### config.mk
export PLATFORM = sky130hd
export DESIGN_NAME = thermal_sensor_throttle_level_core_flat
export DESIGN_NICKNAME = d
export VERILOG_FILES = /design/src/sv/tstl_pkg.sv /design/src/sv/tstl_sensor_if.sv /design/src/sv/tstl_result_if.sv /design/src/sv/thermal_sensor_throttle_level_core.sv /design/src/flat_wrapper.sv
export SDC_FILE = /design/constraint.sdc
export NUM_CORES = 1
export LEC_CHECK = 0
export BUFFER_PORTS_ARGS = -buffer_cell sky130_fd_sc_hd__clkbuf_2
export CORE_MARGIN = 2
export CORE_UTILIZATION = 40
export DETAILED_ROUTE_END_ITERATION = 8
export HOLD_SLACK_MARGIN = 0.15
export PLACE_DENSITY = 0.54
export SYNTH_ARGS = -nofsm -noshare
export SYNTH_HDL_FRONTEND = slang
export SYNTH_SLANG_ARGS = --single-unit
### constraint.sdc
create_clock -name clk -period 9.75 [get_ports clk]
set_input_delay 2.4375 -clock clk [delete_from_list [all_inputs] [get_ports clk]]
set_output_delay 2.4375 -clock clk [all_outputs]
set_load 0.02 [all_outputs]
### src/sv/tstl_pkg.sv
// ----------------------------------------------------------------------------
// tstl_pkg
// Shared types, constants and helpers of the thermal throttle level block.
// ----------------------------------------------------------------------------
package tstl_pkg;

	localparam int CODE_BITS_DEF = 9;
	localparam int MAX_LEVELS    = 5;
	localparam int THR_COUNT     = 4;
	localparam int LEVEL_CAP     = (MAX_LEVELS < THR_COUNT + 1) ? MAX_LEVELS : THR_COUNT + 1;

	localparam int SPAN_C   = 60;
	localparam int BASE_C   = 25;
	localparam int TEMP_MIN = -20;
	localparam int TEMP_MAX = 150;

	localparam int ADDR_BITS = 5;
	localparam int DATA_BITS = 32;

	localparam logic [7:0]  THR1_RST  = 8'd72;
	localparam logic [7:0]  THR2_RST  = 8'd80;
	localparam logic [7:0]  THR3_RST  = 8'd84;
	localparam logic [7:0]  THR4_RST  = 8'd88;
	localparam logic [2:0]  LCNT_RST  = 3'd5;
	localparam logic [5:0]  HYST_RST  = 6'd8;
	localparam logic [15:0] HOLD_RST  = 16'd2000;

	typedef logic signed [8:0] temp_t;
	typedef logic [2:0] level_t;

	typedef enum logic [2:0] {
		REG_THR1 = 3'd0,
		REG_THR2 = 3'd1,
		REG_THR3 = 3'd2,
		REG_THR4 = 3'd3,
		REG_LCNT = 3'd4,
		REG_HYST = 3'd5,
		REG_HOLD = 3'd6
	} reg_idx_t;

	typedef enum logic [2:0] {
		ST_IDLE,
		ST_DIV,
		ST_CONV,
		ST_PUSH,
		ST_MEDIAN,
		ST_DECIDE
	} state_t;

	function automatic temp_t tmin(input temp_t a, input temp_t b);
		return (a < b) ? a : b;
	endfunction

	function automatic temp_t tmax(input temp_t a, input temp_t b);
		return (a > b) ? a : b;
	endfunction

endpackage

### src/sv/tstl_sensor_if.sv
// ----------------------------------------------------------------------------
// tstl_sensor_if
// Request channel carrying one raw sensor reading with its trims.
// ----------------------------------------------------------------------------
interface tstl_sensor_if #(
	parameter int CODE_BITS = tstl_pkg::CODE_BITS_DEF
);
	logic                 valid;
	logic                 ready;
	logic [CODE_BITS-1:0] sensor_code;
	logic [CODE_BITS-1:0] trim_low;
	logic [CODE_BITS-1:0] trim_high;
	logic                 last_sensor;
	logic [31:0]          time_ms;

	modport source (output valid, sensor_code, trim_low, trim_high, last_sensor, time_ms,
		input ready);
	modport sink (input valid, sensor_code, trim_low, trim_high, last_sensor, time_ms,
		output ready);
endinterface

### src/sv/tstl_result_if.sv
// ----------------------------------------------------------------------------
// tstl_result_if
// Request channel carrying one poll result: level and filtered temperature.
// ----------------------------------------------------------------------------
interface tstl_result_if;
	logic              valid;
	logic              ready;
	logic [2:0]        level;
	logic signed [8:0] filtered_temp;
	logic              temp_valid;
	logic              level_changed;

	modport source (output valid, level, filtered_temp, temp_valid, level_changed,
		input ready);
	modport sink (input valid, level, filtered_temp, temp_valid, level_changed,
		output ready);
endinterface

### src/sv/thermal_sensor_throttle_level_core.sv
// ----------------------------------------------------------------------------
// thermal_sensor_throttle_level_core
// Converts trimmed sensor codes to degrees, filters the group maximum through
// a three-sample median and steps a throttle level with hysteresis and hold.
// ----------------------------------------------------------------------------
// Usage: each sensor request carries one reading. A request with last_sensor
// set closes the group and produces one result request, others none. The
// registers, at byte address 4*i of the APB-style port, are to be written by
// the user only while the block is idle; the block does not enforce this.
//
// Sequence: a reading whose high trim exceeds its low trim goes through a
// restoring divider that retires one quotient bit per cycle, CODE_BITS+6
// steps, before conversion; otherwise it goes straight to conversion. A last
// reading then passes through the filter write, median and level decision
// states before the result is registered. The sensor ready is high only while
// the sequencer waits for a reading.
//
// The result sits in an output register, so the next readings are taken while
// it waits. If the receiver stalls and a new group end arrives, the level
// decision waits until the register is free. Reset restores the register
// defaults and clears the filter, the level and the group.
// ----------------------------------------------------------------------------
module thermal_sensor_throttle_level_core #(
	parameter int CODE_BITS = tstl_pkg::CODE_BITS_DEF
) (
	input  logic                           clk,
	input  logic                           arst_n,
	tstl_sensor_if.sink                    sensor,
	tstl_result_if.source                  result,
	input  logic                           psel,
	input  logic                           penable,
	input  logic                           pwrite,
	input  logic [tstl_pkg::ADDR_BITS-1:0] paddr,
	input  logic [tstl_pkg::DATA_BITS-1:0] pwdata,
	output logic [tstl_pkg::DATA_BITS-1:0] prdata,
	output logic                           pready
);
	import tstl_pkg::*;

	localparam int NW = CODE_BITS + 6;
	localparam int CW = $clog2(NW);
	localparam int TW = NW + 2;
	localparam logic signed [TW-1:0] T_MIN  = TW'(TEMP_MIN);
	localparam logic signed [TW-1:0] T_MAX  = TW'(TEMP_MAX);
	localparam logic signed [TW-1:0] T_BASE = TW'(BASE_C);

	// Configuration registers.
	logic [7:0]  thr1_q, thr2_q, thr3_q, thr4_q;
	logic [2:0]  lcnt_q;
	logic [5:0]  hyst_q;
	logic [15:0] hold_q;

	logic     cfg_wr;
	reg_idx_t cfg_idx;

	assign pready  = 1'b1;
	assign cfg_wr  = psel && penable && pwrite;
	assign cfg_idx = reg_idx_t'(paddr[4:2]);

	always_ff @(posedge clk or negedge arst_n) begin
		if (!arst_n) begin
			thr1_q <= THR1_RST;
			thr2_q <= THR2_RST;
			thr3_q <= THR3_RST;
			thr4_q <= THR4_RST;
			lcnt_q <= LCNT_RST;
			hyst_q <= HYST_RST;
			hold_q <= HOLD_RST;
		end else if (cfg_wr) begin
			case (cfg_idx)
				REG_THR1: thr1_q <= pwdata[7:0];
				REG_THR2: thr2_q <= pwdata[7:0];
				REG_THR3: thr3_q <= pwdata[7:0];
				REG_THR4: thr4_q <= pwdata[7:0];
				REG_LCNT: lcnt_q <= pwdata[2:0];
				REG_HYST: hyst_q <= pwdata[5:0];
				REG_HOLD: hold_q <= pwdata[15:0];
				default: ;
			endcase
		end
	end

	always_comb begin
		case (cfg_idx)
			REG_THR1: prdata = {24'd0, thr1_q};
			REG_THR2: prdata = {24'd0, thr2_q};
			REG_THR3: prdata = {24'd0, thr3_q};
			REG_THR4: prdata = {24'd0, thr4_q};
			REG_LCNT: prdata = {29'd0, lcnt_q};
			REG_HYST: prdata = {26'd0, hyst_q};
			REG_HOLD: prdata = {16'd0, hold_q};
			default:  prdata = '0;
		endcase
	end

	// Sequencer and datapath registers.
	state_t state_q, state_d;

	logic                        neg_q;
	logic                        use_div_q;
	logic                        last_q;
	logic [31:0]                 now_q;
	logic signed [CODE_BITS:0]   d_q;
	logic [CODE_BITS-1:0]        div_q;
	logic [CODE_BITS-1:0]        rem_q;
	logic [NW-1:0]               quo_q;
	logic [CW-1:0]               cnt_q;

	temp_t  group_max_q;
	logic   group_valid_q;
	temp_t  samp0_q, samp1_q, samp2_q;
	logic [1:0] slot_q;
	logic   primed_q;
	level_t level_q;
	logic [31:0] change_time_q;
	temp_t  temp_q;

	logic   res_valid_q;
	level_t res_level_q;
	temp_t  res_temp_q;
	logic   res_tvalid_q;
	logic   res_changed_q;

	logic accept;
	logic res_free;

	assign sensor.ready = (state_q == ST_IDLE);
	assign accept       = sensor.valid && sensor.ready;
	assign res_free     = !res_valid_q || result.ready;

	always_ff @(posedge clk or negedge arst_n) begin
		if (!arst_n) begin
			state_q <= ST_IDLE;
		end else begin
			state_q <= state_d;
		end
	end

	always_comb begin
		state_d = state_q;
		case (state_q)
			ST_IDLE: begin
				if (accept) begin
					state_d = (sensor.trim_high > sensor.trim_low) ? ST_DIV : ST_CONV;
				end
			end
			ST_DIV: begin
				if (cnt_q == '0) begin
					state_d = ST_CONV;
				end
			end
			ST_CONV:   state_d = last_q ? ST_PUSH : ST_IDLE;
			ST_PUSH:   state_d = ST_MEDIAN;
			ST_MEDIAN: state_d = ST_DECIDE;
			ST_DECIDE: begin
				if (res_free) begin
					state_d = ST_IDLE;
				end
			end
			default:   state_d = ST_IDLE;
		endcase
	end

	// Front end: offset, magnitude and scaling by the 60 degree span.
	logic signed [CODE_BITS:0] d_in;
	logic [CODE_BITS-1:0]      mag_in;
	logic [NW-1:0]             mag_ext;

	assign d_in    = $signed({1'b0, sensor.sensor_code}) - $signed({1'b0, sensor.trim_low});
	assign mag_in  = d_in[CODE_BITS] ? CODE_BITS'(-d_in) : d_in[CODE_BITS-1:0];
	assign mag_ext = NW'(mag_in);

	// One restoring division step.
	logic [CODE_BITS:0]   rem_sh;
	logic [CODE_BITS+1:0] rem_diff;
	logic                 rem_ge;

	assign rem_sh   = {rem_q, quo_q[NW-1]};
	assign rem_diff = {1'b0, rem_sh} - {2'b00, div_q};
	assign rem_ge   = !rem_diff[CODE_BITS+1];

	always_ff @(posedge clk) begin
		case (state_q)
			ST_IDLE: begin
				if (accept) begin
					d_q       <= d_in;
					neg_q     <= d_in[CODE_BITS];
					use_div_q <= sensor.trim_high > sensor.trim_low;
					last_q    <= sensor.last_sensor;
					now_q     <= sensor.time_ms;
					div_q     <= sensor.trim_high - sensor.trim_low;
					quo_q     <= (mag_ext << 6) - (mag_ext << 2);
					rem_q     <= '0;
					cnt_q     <= CW'(NW - 1);
				end
			end
			ST_DIV: begin
				rem_q <= rem_ge ? rem_diff[CODE_BITS-1:0] : rem_sh[CODE_BITS-1:0];
				quo_q <= {quo_q[NW-2:0], rem_ge};
				cnt_q <= cnt_q - 1'b1;
			end
			default: ;
		endcase
	end

	// Conversion result in whole degrees.
	logic signed [TW-1:0] q_signed;
	logic signed [TW-1:0] t_conv;
	logic                 t_ok;

	assign q_signed = neg_q ? -$signed({2'b00, quo_q}) : $signed({2'b00, quo_q});
	assign t_conv   = (use_div_q ? q_signed : TW'(d_q)) + T_BASE;
	assign t_ok     = (t_conv >= T_MIN) && (t_conv <= T_MAX);

	// Median of the three filter samples.
	temp_t median;
	assign median = tmax(tmin(samp0_q, samp1_q), tmin(tmax(samp0_q, samp1_q), samp2_q));

	// Level decision.
	logic [2:0]                  n_use;
	logic [THR_COUNT-1:0][7:0]   thr_all;
	level_t                      want;
	logic [7:0]                  thr_cur;
	logic signed [9:0]           lower;
	logic signed [9:0]           temp_w;
	logic [31:0]                 elapsed;
	logic                        go_up;
	logic                        go_down;
	level_t                      level_new;

	assign thr_all = {thr4_q, thr3_q, thr2_q, thr1_q};

	always_comb begin
		n_use = (lcnt_q == 3'd0) ? 3'd1 : lcnt_q;
		if (n_use > 3'(LEVEL_CAP)) begin
			n_use = 3'(LEVEL_CAP);
		end
		want = '0;
		for (int i = 1; i <= THR_COUNT; i++) begin
			if ((3'(i) < n_use) && (temp_q >= $signed({1'b0, thr_all[i-1]}))) begin
				want = 3'(i);
			end
		end
		case (level_q)
			3'd1:    thr_cur = thr1_q;
			3'd2:    thr_cur = thr2_q;
			3'd3:    thr_cur = thr3_q;
			3'd4:    thr_cur = thr4_q;
			default: thr_cur = 8'd0;
		endcase
		lower   = $signed({2'b00, thr_cur}) - $signed({4'b0000, hyst_q});
		temp_w  = 10'(temp_q);
		elapsed = now_q - change_time_q;
		go_up   = want > level_q;
		go_down = !go_up && (level_q != '0) && (temp_w < lower) &&
			(elapsed >= {16'd0, hold_q});
		if (go_up) begin
			level_new = want;
		end else if (go_down) begin
			level_new = level_q - 1'b1;
		end else begin
			level_new = level_q;
		end
	end

	// Group, filter and level state.
	always_ff @(posedge clk or negedge arst_n) begin
		if (!arst_n) begin
			group_max_q   <= '0;
			group_valid_q <= 1'b0;
			samp0_q       <= '0;
			samp1_q       <= '0;
			samp2_q       <= '0;
			slot_q        <= '0;
			primed_q      <= 1'b0;
			level_q       <= '0;
			change_time_q <= '0;
			temp_q        <= '0;
		end else begin
			case (state_q)
				ST_CONV: begin
					if (t_ok) begin
						if (!group_valid_q || (temp_t'(t_conv) > group_max_q)) begin
							group_max_q <= temp_t'(t_conv);
						end
						group_valid_q <= 1'b1;
					end
				end
				ST_PUSH: begin
					if (group_valid_q) begin
						if (!primed_q) begin
							// The first valid group fills all three samples.
							samp0_q  <= group_max_q;
							samp1_q  <= group_max_q;
							samp2_q  <= group_max_q;
							primed_q <= 1'b1;
						end else begin
							case (slot_q)
								2'd0:    samp0_q <= group_max_q;
								2'd1:    samp1_q <= group_max_q;
								default: samp2_q <= group_max_q;
							endcase
							slot_q <= (slot_q >= 2'd2) ? 2'd0 : slot_q + 2'd1;
						end
					end
				end
				ST_MEDIAN: begin
					temp_q <= group_valid_q ? median : '0;
				end
				ST_DECIDE: begin
					if (res_free) begin
						if (group_valid_q) begin
							level_q <= level_new;
							if (go_up || go_down) begin
								change_time_q <= now_q;
							end
						end
						group_max_q   <= '0;
						group_valid_q <= 1'b0;
					end
				end
				default: ;
			endcase
		end
	end

	// Output register.
	always_ff @(posedge clk or negedge arst_n) begin
		if (!arst_n) begin
			res_valid_q <= 1'b0;
		end else if (state_q == ST_DECIDE && res_free) begin
			res_valid_q <= 1'b1;
		end else if (result.ready) begin
			res_valid_q <= 1'b0;
		end
	end

	always_ff @(posedge clk) begin
		if (state_q == ST_DECIDE && res_free) begin
			res_level_q   <= group_valid_q ? level_new : level_q;
			res_temp_q    <= temp_q;
			res_tvalid_q  <= group_valid_q;
			res_changed_q <= group_valid_q && (go_up || go_down);
		end
	end

	assign result.valid         = res_valid_q;
	assign result.level         = res_level_q;
	assign result.filtered_temp = res_temp_q;
	assign result.temp_valid    = res_tvalid_q;
	assign result.level_changed = res_changed_q;

endmodule

### src/flat_wrapper.sv
// flat-port wrapper written by rule: the top's interface ports become plain ports
module thermal_sensor_throttle_level_core_flat import tstl_pkg::*;
#(
	parameter int CODE_BITS = tstl_pkg::CODE_BITS_DEF
)
  (clk, arst_n, psel, penable, pwrite, paddr, pwdata, prdata, pready, sensor_valid, sensor_sensor_code, sensor_trim_low, sensor_trim_high, sensor_last_sensor, sensor_time_ms, sensor_ready, result_valid, result_level, result_filtered_temp, result_temp_valid, result_level_changed, result_ready);
  tstl_sensor_if #(.CODE_BITS(CODE_BITS)) sensor_i ();
  tstl_result_if result_i ();
  input  logic clk;
  input  logic arst_n;
  input  logic psel;
  input  logic penable;
  input  logic pwrite;
  input  logic [tstl_pkg::ADDR_BITS-1:0] paddr;
  input  logic [tstl_pkg::DATA_BITS-1:0] pwdata;
  output logic [tstl_pkg::DATA_BITS-1:0] prdata;
  output logic pready;
  input wire logic [$bits(sensor_i.valid)-1:0] sensor_valid;
  input wire logic [$bits(sensor_i.sensor_code)-1:0] sensor_sensor_code;
  input wire logic [$bits(sensor_i.trim_low)-1:0] sensor_trim_low;
  input wire logic [$bits(sensor_i.trim_high)-1:0] sensor_trim_high;
  input wire logic [$bits(sensor_i.last_sensor)-1:0] sensor_last_sensor;
  input wire logic [$bits(sensor_i.time_ms)-1:0] sensor_time_ms;
  output wire logic [$bits(sensor_i.ready)-1:0] sensor_ready;
  output wire logic [$bits(result_i.valid)-1:0] result_valid;
  output wire logic [$bits(result_i.level)-1:0] result_level;
  output wire logic [$bits(result_i.filtered_temp)-1:0] result_filtered_temp;
  output wire logic [$bits(result_i.temp_valid)-1:0] result_temp_valid;
  output wire logic [$bits(result_i.level_changed)-1:0] result_level_changed;
  input wire logic [$bits(result_i.ready)-1:0] result_ready;
  assign sensor_i.valid = sensor_valid;
  assign sensor_i.sensor_code = sensor_sensor_code;
  assign sensor_i.trim_low = sensor_trim_low;
  assign sensor_i.trim_high = sensor_trim_high;
  assign sensor_i.last_sensor = sensor_last_sensor;
  assign sensor_i.time_ms = sensor_time_ms;
  assign sensor_ready = sensor_i.ready;
  assign result_valid = result_i.valid;
  assign result_level = result_i.level;
  assign result_filtered_temp = result_i.filtered_temp;
  assign result_temp_valid = result_i.temp_valid;
  assign result_level_changed = result_i.level_changed;
  assign result_i.ready = result_ready;
  thermal_sensor_throttle_level_core #(.CODE_BITS(CODE_BITS)) u_core (.clk(clk), .arst_n(arst_n), .sensor(sensor_i), .result(result_i), .psel(psel), .penable(penable), .pwrite(pwrite), .paddr(paddr), .pwdata(pwdata), .prdata(prdata), .pready(pready));
endmodule
==> results.json, run 1 <==
{
  "viasPerCell": 5.61,
  "synth_warnings": 0,
  "syn_to_final_growth_pct": 11.0,
  "synth-compound-area-share_pct": 20.8,
  "tightest_slew_ns": 1.02,
  "whs_ns": 0.496,
  "worstSetupStartpointType": "flop",
  "worstSetupEndpointType": "flop",
  "io_pins": 153,
  "synth-simple-area-share_pct": 17.1,
  "crit_arrival_ns": 7.45,
  "drc": 0,
  "cts_resized": 0,
  "numCtsBuffers": 29,
  "worstPathMaxFanout": 16,
  "grt_max_degree": 102,
  "dp_hpwl_um": 36500,
  "synth_edf_count": 95,
  "grt_pass1_vias": 15200,
  "syn_inst": 2081,
  "synthAdderAreaFrac_pct": 12.3,
  "wirelength_um": 49200,
  "drv_slew": 0,
  "max_slew_margin_pct": 32.0,
  "cp.required_ns": 10.24,
  "synth_top_family_by_area": "compound AO/OA/AOI/OAI gates",
  "dr.first_iter.drc_count": 1168,
  "fmax_ghz": 0.144,
  "cts-root-buf": "clkbuf_16",
  "core_area_sq_um": 45500,
  "synth_ff_type": "dfrtp_1",
  "slowest_delay_ns": 0.72,
  "vias": 15600,
  "finalCritPeriodShare_pct": 71.5,
  "layout-drive-gt1-share_pct": 13.3,
  "grtUsageTotal_pct": 20.5,
  "seq_area_frac_synth_pct": 35.2,
  "port-buffer-count": 117,
  "cts_buffer_depth": 3,
  "crit_path_frequent_cell": "o21a_1",
  "final_common_cell": "nand2_1",
  "status": "finished clean",
  "syn_area_sq_um": 18500,
  "postCtsHoldBufs": 0,
  "ys_types": 94,
  "fin_setup_tns_ns": 0,
  "setup_viol": 0,
  "slowest_stage": "o41ai_2",
  "post_cts_buffers": 0,
  "fp.dieH_um": 219,
  "std_cell_rows": 78,
  "muxShareOfSynthArea_pct": 4.49,
  "final_cell_mix": "nand2_1, inv_1, o21ai_0",
  "max_cap_violations": 0,
  "hold_viol": 0,
  "min_path_type": "reg2reg",
  "power.density_nw_per_um2": 277,
  "synth_xor_area_share_pct": 3.13,
  "vdd.ir_drop.worst_mv": 0.165,
  "cellLeakagePower_nw": 9.38,
  "grt_pass1_wl_um": 79700,
  "insertion_delay_ns": 0.58,
  "syn_avg_cell_area_sq_um": 8.88,
  "post-route-util_pct": 45.1,
  "first_pass_iters": 7,
  "place_congestion": 0.874,
  "num-nets-final": 2433,
  "min_period_ns": 6.97,
  "cts_sinks": 240,
  "antenna_found_initial": 6,
  "async_reset_ff_share_pct": 60.4,
  "antenna_left": 0,
  "cts_tree": "built",
  "die_x_um": 219,
  "start_util_pct": 40.6,
  "fin_skew_ns": 0.0277,
  "ys_ff_latch": 240,
  "grt_overflow_total": 0,
  "ctsHtreeMaxLevel": 1,
  "path_clk_slew_ns": 0.06,
  "path_class": "reg2reg",
  "die-area_sq_um": 47900,
  "wire_per_inst_um": 17.7,
  "rsz0062_at_grt": "false"
}
-- critical path: cells and delay by family, from the launching register on --
kind                     cells  cell delay [ns]
flip-flops                   1             0.42
multiplexers                 2             0.63
AO/OA/AOI/OAI               18             3.46
AND/OR/NAND/NOR              6             1.41
adder cells (fa/ha/maj)      3             0.94
-- area by class of cell --
cell class / count / area [sq um]
sequential: 240 / 6500
timing repair buffer: 134 / 719
fill: 4445 / 25000
multi-input combinational: 1539 / 10800
tap: 600 / 751
clock buffer: 36 / 752
antenna: 2 / 5.00
clock inverter: 18 / 194
inverter: 206 / 773
-- synth_stat cells, drive strengths merged (23+ instances only) --
cell,number,area share (%)
nor3,30,0.89
nand3,66,1.8
nor2,108,2.2
nand2b,26,0.88
nand4,54,1.8
xor2,23,1.1
o211ai,40,1.6
a21oi,92,2.6
o221a,32,2.0
ha,174,12
xnor2,43,2.0
o21ai,179,4.9
nand2,222,4.5
a21o,36,1.5
dfrtp,126,17
mux2i,48,2.6
clkbuf,77,1.6
inv,204,4.1
nor2b,25,0.85
mux2,29,1.8
buf,34,1.2
edfxtp,95,15
-- routing by layer --
layer | vias to the layer above | GRT usage [%] | wire (um)
met5 | - | 0 | 65
met4 | 10 | 5.47 | 1190
met3 | 79 | 3.30 | 2410
met2 | 350 | 35.1 | 23200
met1 | 7440 | 26.9 | 22400
li1 | 7696 | - | -
-- path summary, 6_finish.rpt --
check / to / start / slack (ns) / cells after the start
max in group asynchronous: u_core.thr1_q[7] / arst_n / 6.49 / 2
min reg2reg: u_core.result.filtered_temp[0] / u_core.temp_q[0] / 0.50 / 0
max: u_core.temp_q[4] / u_core.samp0_q[8] / 2.78 / 29
min in group asynchronous: u_core.temp_q[0] / arst_n / 1.99 / 1
min: u_core.result.filtered_temp[0] / u_core.temp_q[0] / 0.50 / 0
max reg2reg: u_core.temp_q[4] / u_core.samp0_q[8] / 2.78 / 29
-- state kept, by name, summed over array words and instances (netlist names), 4 cells and up --
name and count:
u_core.samp2_q 9, u_core.thr4_q 8, u_core.thr1_q 8, u_core.div_q 9, u_core.d_q 10, u_core.cnt_q 4, u_core.rem_q 9, u_core.samp1_q 9
u_core.now_q 32, u_core.hold_q 16, u_core.quo_q 15, u_core.temp_q 9, u_core.samp0_q 9, u_core.hyst_q 6, u_core.thr2_q 8, u_core.thr3_q 8
u_core.result.filtered_temp 9, u_core.group_max_q 9, u_core.change_time_q 32
-- metrics by stage --
stage / std cells / total power (W) / setup WS (ns) / instance area [sq um]
finish: 2775 / 0.00567 / 2.78 / 20500
global route: 2773 / 0.00618 / 2.21 / 20500
CTS: 2773 / 0.00573 / 2.81 / 20500
detailed placement: 2719 / 0.00460 / 2.73 / 19600
global placement: 2719 / 0.00453 / 2.86 / 19600
floorplan: 2096 / 0.00384 / 3.37 / 18500
-- power breakdown --
part           internal [W]  switching, W  total, W
clock              0.000650      0.000449   0.00110
combinational       0.00115       0.00175   0.00290
sequential          0.00139      0.000279   0.00167
total               0.00319       0.00248   0.00567
-- logic make-up (layout without fill, tap and decap cells) --
logic type	Yosys count	after routing
AOI/OAI and AO/OA	566	566
xor gates and xnor gates	66	66
adders and majority gates	179	179
buffers and inverters	317	394
DFF	240	240
muxes	78	78
other	2	19
and+or+nand+nor	633	633
Power figures use the tool's default switching activity.
==> inputs of run 2 (changes only) <==
Settings changed: ABC_AREA set to 1.
Clock period 9.75 ns to 6.6 ns, I/O delays scaled along.
==> results.json, run 2 <==
{
  "core_area_sq_um": 44300,
  "max_slew_margin_pct": 20.5,
  "fin_skew_ns": 0.0162,
  "port-buffer-count": 117,
  "vdd.ir_drop.worst_mv": 0.501,
  "grt_pass1_wl_um": 78400,
  "cts_buffer_depth": 3,
  "grt_pass1_vias": 15300,
  "hold_end": "u_core.change_time_q[25]",
  "synth_top_area_cell": "dfrtp_1",
  "ff2ff_path_depth": 32,
  "crit_arrival_ns": 6.25,
  "syn_to_final_growth_pct": 11.6,
  "grt_max_degree": 54,
  "place_congestion": 0.920,
  "num-nets-final": 2817,
  "layout-drive-gt1-share_pct": 9.27,
  "first_pass_iters": 6,
  "synth_commonest_cells": "nand2_1, inv_1, nand3_1",
  "synth_warnings": 0,
  "final_cell_mix": "nand2_1, inv_1, nand3_1",
  "ctsHtreeMaxLevel": 1,
  "syn_inst": 2417,
  "cp.required_ns": 7.07,
  "fill_cells": 4595,
  "viasPerCell": 5.00,
  "cts_tree": "built",
  "insertion_delay_ns": 0.58,
  "min_from": "u_core.change_time_q[25]",
  "rsz0062_at_grt": "false",
  "max_cap_violations": 0,
  "min_period_ns": 5.78,
  "cts_resized": 0,
  "die-area_sq_um": 46600,
  "tightest_slew_ns": 1.18,
  "post_cts_buffers": 0,
  "fp.dieH_um": 216,
  "antenna_found_initial": 0,
  "grt_overflow_total": 0,
  "vias": 15800,
  "final_common_cell": "nand2_1",
  "numCtsBuffers": 29,
  "fmax_ghz": 0.173,
  "power.density_nw_per_um2": 544,
  "ys_ff_latch": 240,
  "hold_viol": 0,
  "wirelength_um": 47800,
  "dp_hpwl_um": 37500,
  "slowest_delay_ns": 0.49,
  "synth_top_area_share_pct": 17.5,
  "die_x_um": 216,
  "ys_types": 62,
  "wire_per_inst_um": 15.2,
  "r2r_end": "u_core.temp_q[2]",
  "drc": 0,
  "cts_sinks": 240,
  "worstSetupEndpointType": "flop",
  "r2r_start": "u_core.samp0_q[2]",
  "path_clk_slew_ns": 0.06,
  "path_class": "reg2reg",
  "yosysMostFrequentCell": "nand2_1",
  "io_pins": 153,
  "dr.first_iter.drc_count": 935,
  "reg_top3": "u_core.change_time_q (32), u_core.now_q (32), u_core.hold_q (16)",
  "reg2reg_slack_ns": 0.82,
  "crit_path_frequent_cell": "nand2_1",
  "min_path_type": "reg2reg",
  "postCtsHoldBufs": 0,
  "seq_area_frac_synth_pct": 36.2,
  "status": "finished clean",
  "worstPathMaxFanout": 18,
  "fin_setup_tns_ns": 0,
  "synth_edf_count": 95,
  "synth.top_cells.by_area": "dfrtp_1, edfxtp_1, nand2_1",
  "cellLeakagePower_nw": 10.1,
  "worstSetupStartpointType": "flop",
  "finalCritPeriodShare_pct": 87.6,
  "drv_slew": 0,
  "start_util_pct": 40.5,
  "std_cell_rows": 77,
  "antenna_left": 0,
  "syn_avg_cell_area_sq_um": 7.43,
  "setup_viol": 0,
  "cts-root-buf": "clkbuf_16",
  "whs_ns": 0.471,
  "syn_area_sq_um": 18000,
  "async_reset_ff_share_pct": 60.4,
  "diodes": 0,
  "hold_depth": 2,
  "grtUsageTotal_pct": 20.6,
  "slowest_stage": "a2111oi_0",
  "synth_ff_type": "dfrtp_1"
}
-- run 2: cell types whose count changed after synthesis, moves of 32 or more --
cell and delta:
mux2i_1 -48, inv_1 +164, nand3_1 +113, o211ai_1 -34, xnor2_1 -33, clkbuf_1 -51
o221a_2 -32, nand2_1 +446, nor2_1 +70, a21o_1 -33
-- run 2: area by class of cell --
type | count | area (sq um) | share of cell area [%]
Clock buffer | 45 | 846 | 4.22
Clock inverter | 9 | 75.1 | 0.374
Inverter | 374 | 1400 | 7.00
Multi-Input combinational cell | 1760 | 9800 | 48.9
Sequential cell | 240 | 6500 | 32.4
Tap cell | 592 | 741 | 3.69
Timing Repair Buffer | 129 | 682 | 3.40
-- run 2: cells by family (layout without fill, tap and decap cells) --
logic type,Yosys count,in the layout,share of synthesized area (%)
AOI/OAI and AO/OA,373,373,12.0
xor gates and xnor gates,53,53,2.58
other,2,17,0.0418
buffers and inverters,432,557,9.69
adders and majority gates,179,179,12.7
and+or+nand+nor,1138,1138,26.8
DFF,240,240,36.2
-- run 2: worst max-delay path by stage --
stage / startpoint / to / slack [ns]
floorplan: u_core.samp0_q[2] / u_core.temp_q[0] / 1.01
global placement: u_core.samp1_q[2] / u_core.temp_q[2] / 1.0
detailed placement: u_core.samp0_q[2] / u_core.temp_q[2] / 0.89
CTS: u_core.samp0_q[2] / u_core.temp_q[2] / 0.87
global route: u_core.samp0_q[2] / u_core.temp_q[5] / 0.16
finish: u_core.samp0_q[2] / u_core.temp_q[2] / 0.82
-- run 2: report_power, final --
group	leakage, nW	total (W)	internal (W)	switching (W)
clock network	0.452	0.00156	0.000913	0.000643
logic	6.94	0.00679	0.00241	0.00437
registers	2.69	0.00256	0.00217	0.000394
total	10.1	0.0109	0.00549	0.00541
-- run 2: through the flow --
step	power, W	util [%]	setup slack, ns	cell area [sq um]	cells
global placement	0.00922	43.2	0.998	19100	3095
detailed placement	0.00939	43.2	0.892	19100	3095
floorplan	0.00767	-	1.01	18000	2432
finish	0.0109	45.3	0.818	20100	3149
CTS	0.0110	45.3	0.874	20100	3149
global route	0.0122	45.3	0.158	20100	3149
-- run 2: critical path: cells and delay by family, from the launching register on --
family / cells / cell delay (ns)
flops: 1 / 0.41
compound gates: 11 / 2.07
simple gates: 16 / 1.78
buf+inv: 2 / 0.53
fa+ha+maj: 3 / 0.86
-- run 2: metal layers --
layer	vias up	part of all wire, %	routed length (um)	track usage [%]
met1	7254	47	22500	28.2
li1	8141	-	-	-
met5	-	0	0	0
met4	0	2.6	1240	5.09
met3	70	4.0	1900	2.31
met2	287	46	22100	34.7
==> inputs of run 3 (changes only) <==
Settings changed: CELL_PAD_IN_SITES_DETAIL_PLACEMENT set to 0, CELL_PAD_IN_SITES_GLOBAL_PLACEMENT set to 2, CORE_UTILIZATION 40 to 36, PLACE_DENSITY 0.54 to 0.79.
==> results.json, run 3 (same netlist as run 2, synthesis figures left out) <==
{
  "status": "finished clean",
  "cts_resized": 0,
  "port-buffer-count": 117,
  "std_cell_rows": 81,
  "wire_per_inst_um": 15.5,
  "antenna_left": 0,
  "ff2ff_path_depth": 34,
  "num-nets-final": 2815,
  "cts_buffer_depth": 3,
  "seqPwrFrac_pct": 22.9,
  "cts_tree": "built",
  "cp.required_ns": 7.12,
  "r2r_start": "u_core.samp0_q[2]",
  "grt_pass1_wl_um": 80300,
  "hold_end": "u_core.change_time_q[28]",
  "postCtsHoldBufs": 0,
  "numCtsBuffers": 29,
  "start_util_pct": 36.6,
  "placed_area_sq_um": 19200,
  "worstPathMaxFanout": 18,
  "fp.dieH_um": 227,
  "slowest_stage": "a2111oi_0",
  "r2r_end": "u_core.temp_q[7]",
  "drv_slew": 0,
  "core_area_sq_um": 49200,
  "place_congestion": 0.893,
  "worstSetupEndpointType": "flop",
  "antenna_found_initial": 1,
  "fin_skew_ns": 0.0316,
  "crit_arrival_ns": 6.45,
  "hold_viol": 0,
  "io_pins": 153,
  "cts_sinks": 240,
  "reg2reg_slack_ns": 0.68,
  "final_common_cell": "nand2_1",
  "syn_to_final_growth_pct": 12.9,
  "drc": 0,
  "p_switching_w": 0.00551,
  "max_cap_violations": 0,
  "ctsHtreeMaxLevel": 1,
  "final_cell_mix": "nand2_1, inv_1, nand3_1",
  "p_clk_share_pct": 16.0,
  "reg_top3": "u_core.change_time_q (32), u_core.now_q (32), u_core.hold_q (16)",
  "min_period_ns": 5.92,
  "grt_max_degree": 60,
  "finalCritPeriodShare_pct": 89.7,
  "comb_power_share_pct": 61.1,
  "grt_overflow_total": 0,
  "power.density_nw_per_um2": 553,
  "fmax_ghz": 0.169,
  "fin_area_sq_um": 20300,
  "first_pass_iters": 5,
  "die-area_sq_um": 51700,
  "setup_viol": 0,
  "crit_path_frequent_cell": "nand2_1",
  "viasPerCell": 4.88,
  "diodes": 0,
  "vdd.ir_drop.worst_mv": 0.302,
  "fin_setup_tns_ns": 0,
  "min_path_type": "reg2reg",
  "dr.first_iter.drc_count": 976,
  "min_from": "u_core.change_time_q[28]",
  "path_clk_slew_ns": 0.06,
  "dp_hpwl_um": 39600,
  "insertion_delay_ns": 0.59,
  "die_x_um": 227,
  "path_class": "reg2reg",
  "p_int_w": 0.00571,
  "rsz0062_at_grt": "false",
  "cellLeakagePower_nw": 10.1,
  "layout-drive-gt1-share_pct": 9.43,
  "totalPowerFinal_w": 0.0112,
  "cts-root-buf": "clkbuf_16",
  "vias": 15700,
  "switching_share_pct": 49.1,
  "grt_pass1_vias": 15000,
  "grtUsageTotal_pct": 19.5,
  "hold_depth": 2,
  "slowest_delay_ns": 0.48,
  "worstSetupStartpointType": "flop",
  "wirelength_um": 49900,
  "tightest_slew_ns": 1.10,
  "max_slew_margin_pct": 26.1,
  "post_cts_buffers": 0
}
==> run 3: per-stage QoR <==
step                utilization, %  setup slack, ns  std cells  hold slack, ns
finish                        41.3            0.678       3219           0.468
global route                  41.3            0.108       3219           0.495
CTS                           41.3            0.719       3219           0.473
floorplan                        -             1.01       2432           0.442
detailed placement            39.1            0.733       3165           0.458
global placement              39.1            0.825       3165           0.453
==> run 3: power by group through the flow <==
stage          sequential, W  combinational, W  clock, W
5_1_grt              0.00264           0.00796   0.00189
3_3_place_gp         0.00259           0.00682         0
3_5_place_dp         0.00260           0.00691         0
6_report             0.00257           0.00686   0.00179
4_1_cts              0.00257           0.00694   0.00183
2_1_floorplan        0.00245           0.00522         0
==> run 3: worst max-delay path by stage <==
| stage | to | startpoint |
|---|---|---|
| finish | u_core.temp_q[7] | u_core.samp0_q[2] |
| global route | u_core.temp_q[6] | u_core.samp1_q[2] |
| CTS | u_core.temp_q[6] | u_core.samp0_q[2] |
| detailed placement | u_core.temp_q[7] | u_core.samp0_q[2] |
| global placement | u_core.temp_q[6] | u_core.samp0_q[2] |
| floorplan | u_core.temp_q[0] | u_core.samp0_q[2] |
==> run 3: final cells by class <==
class / count / area, sq um
fillers: 5123 / 28900
clock buffers: 35 / 778
flip-flops and latches: 240 / 6500
well taps: 664 / 831
repair buffers: 127 / 667
clock inverters: 19 / 293
inverters: 374 / 1400
multi-input cells: 1760 / 9810
==> run 3: per-layer routing <==
layer | track usage [%] | vias to the layer above | wire (um)
li1 | - | 8147 | -
met1 | 27.3 | 7215 | 24100
met2 | 32.8 | 283 | 23200
met3 | 2.45 | 58 | 1900
met4 | 3.20 | 0 | 700
met5 | 0 | - | 0
==> run 3: worst max-delay path: cells and delay by family, from the launching register on <==
family,cells,cell delay [ns]
flip-flops,1,0.41
AO/OA/AOI/OAI,12,2.16
adder cells (fa/ha/maj),3,0.90
AND/OR/NAND/NOR,16,1.66
buffers and inverters,3,0.73
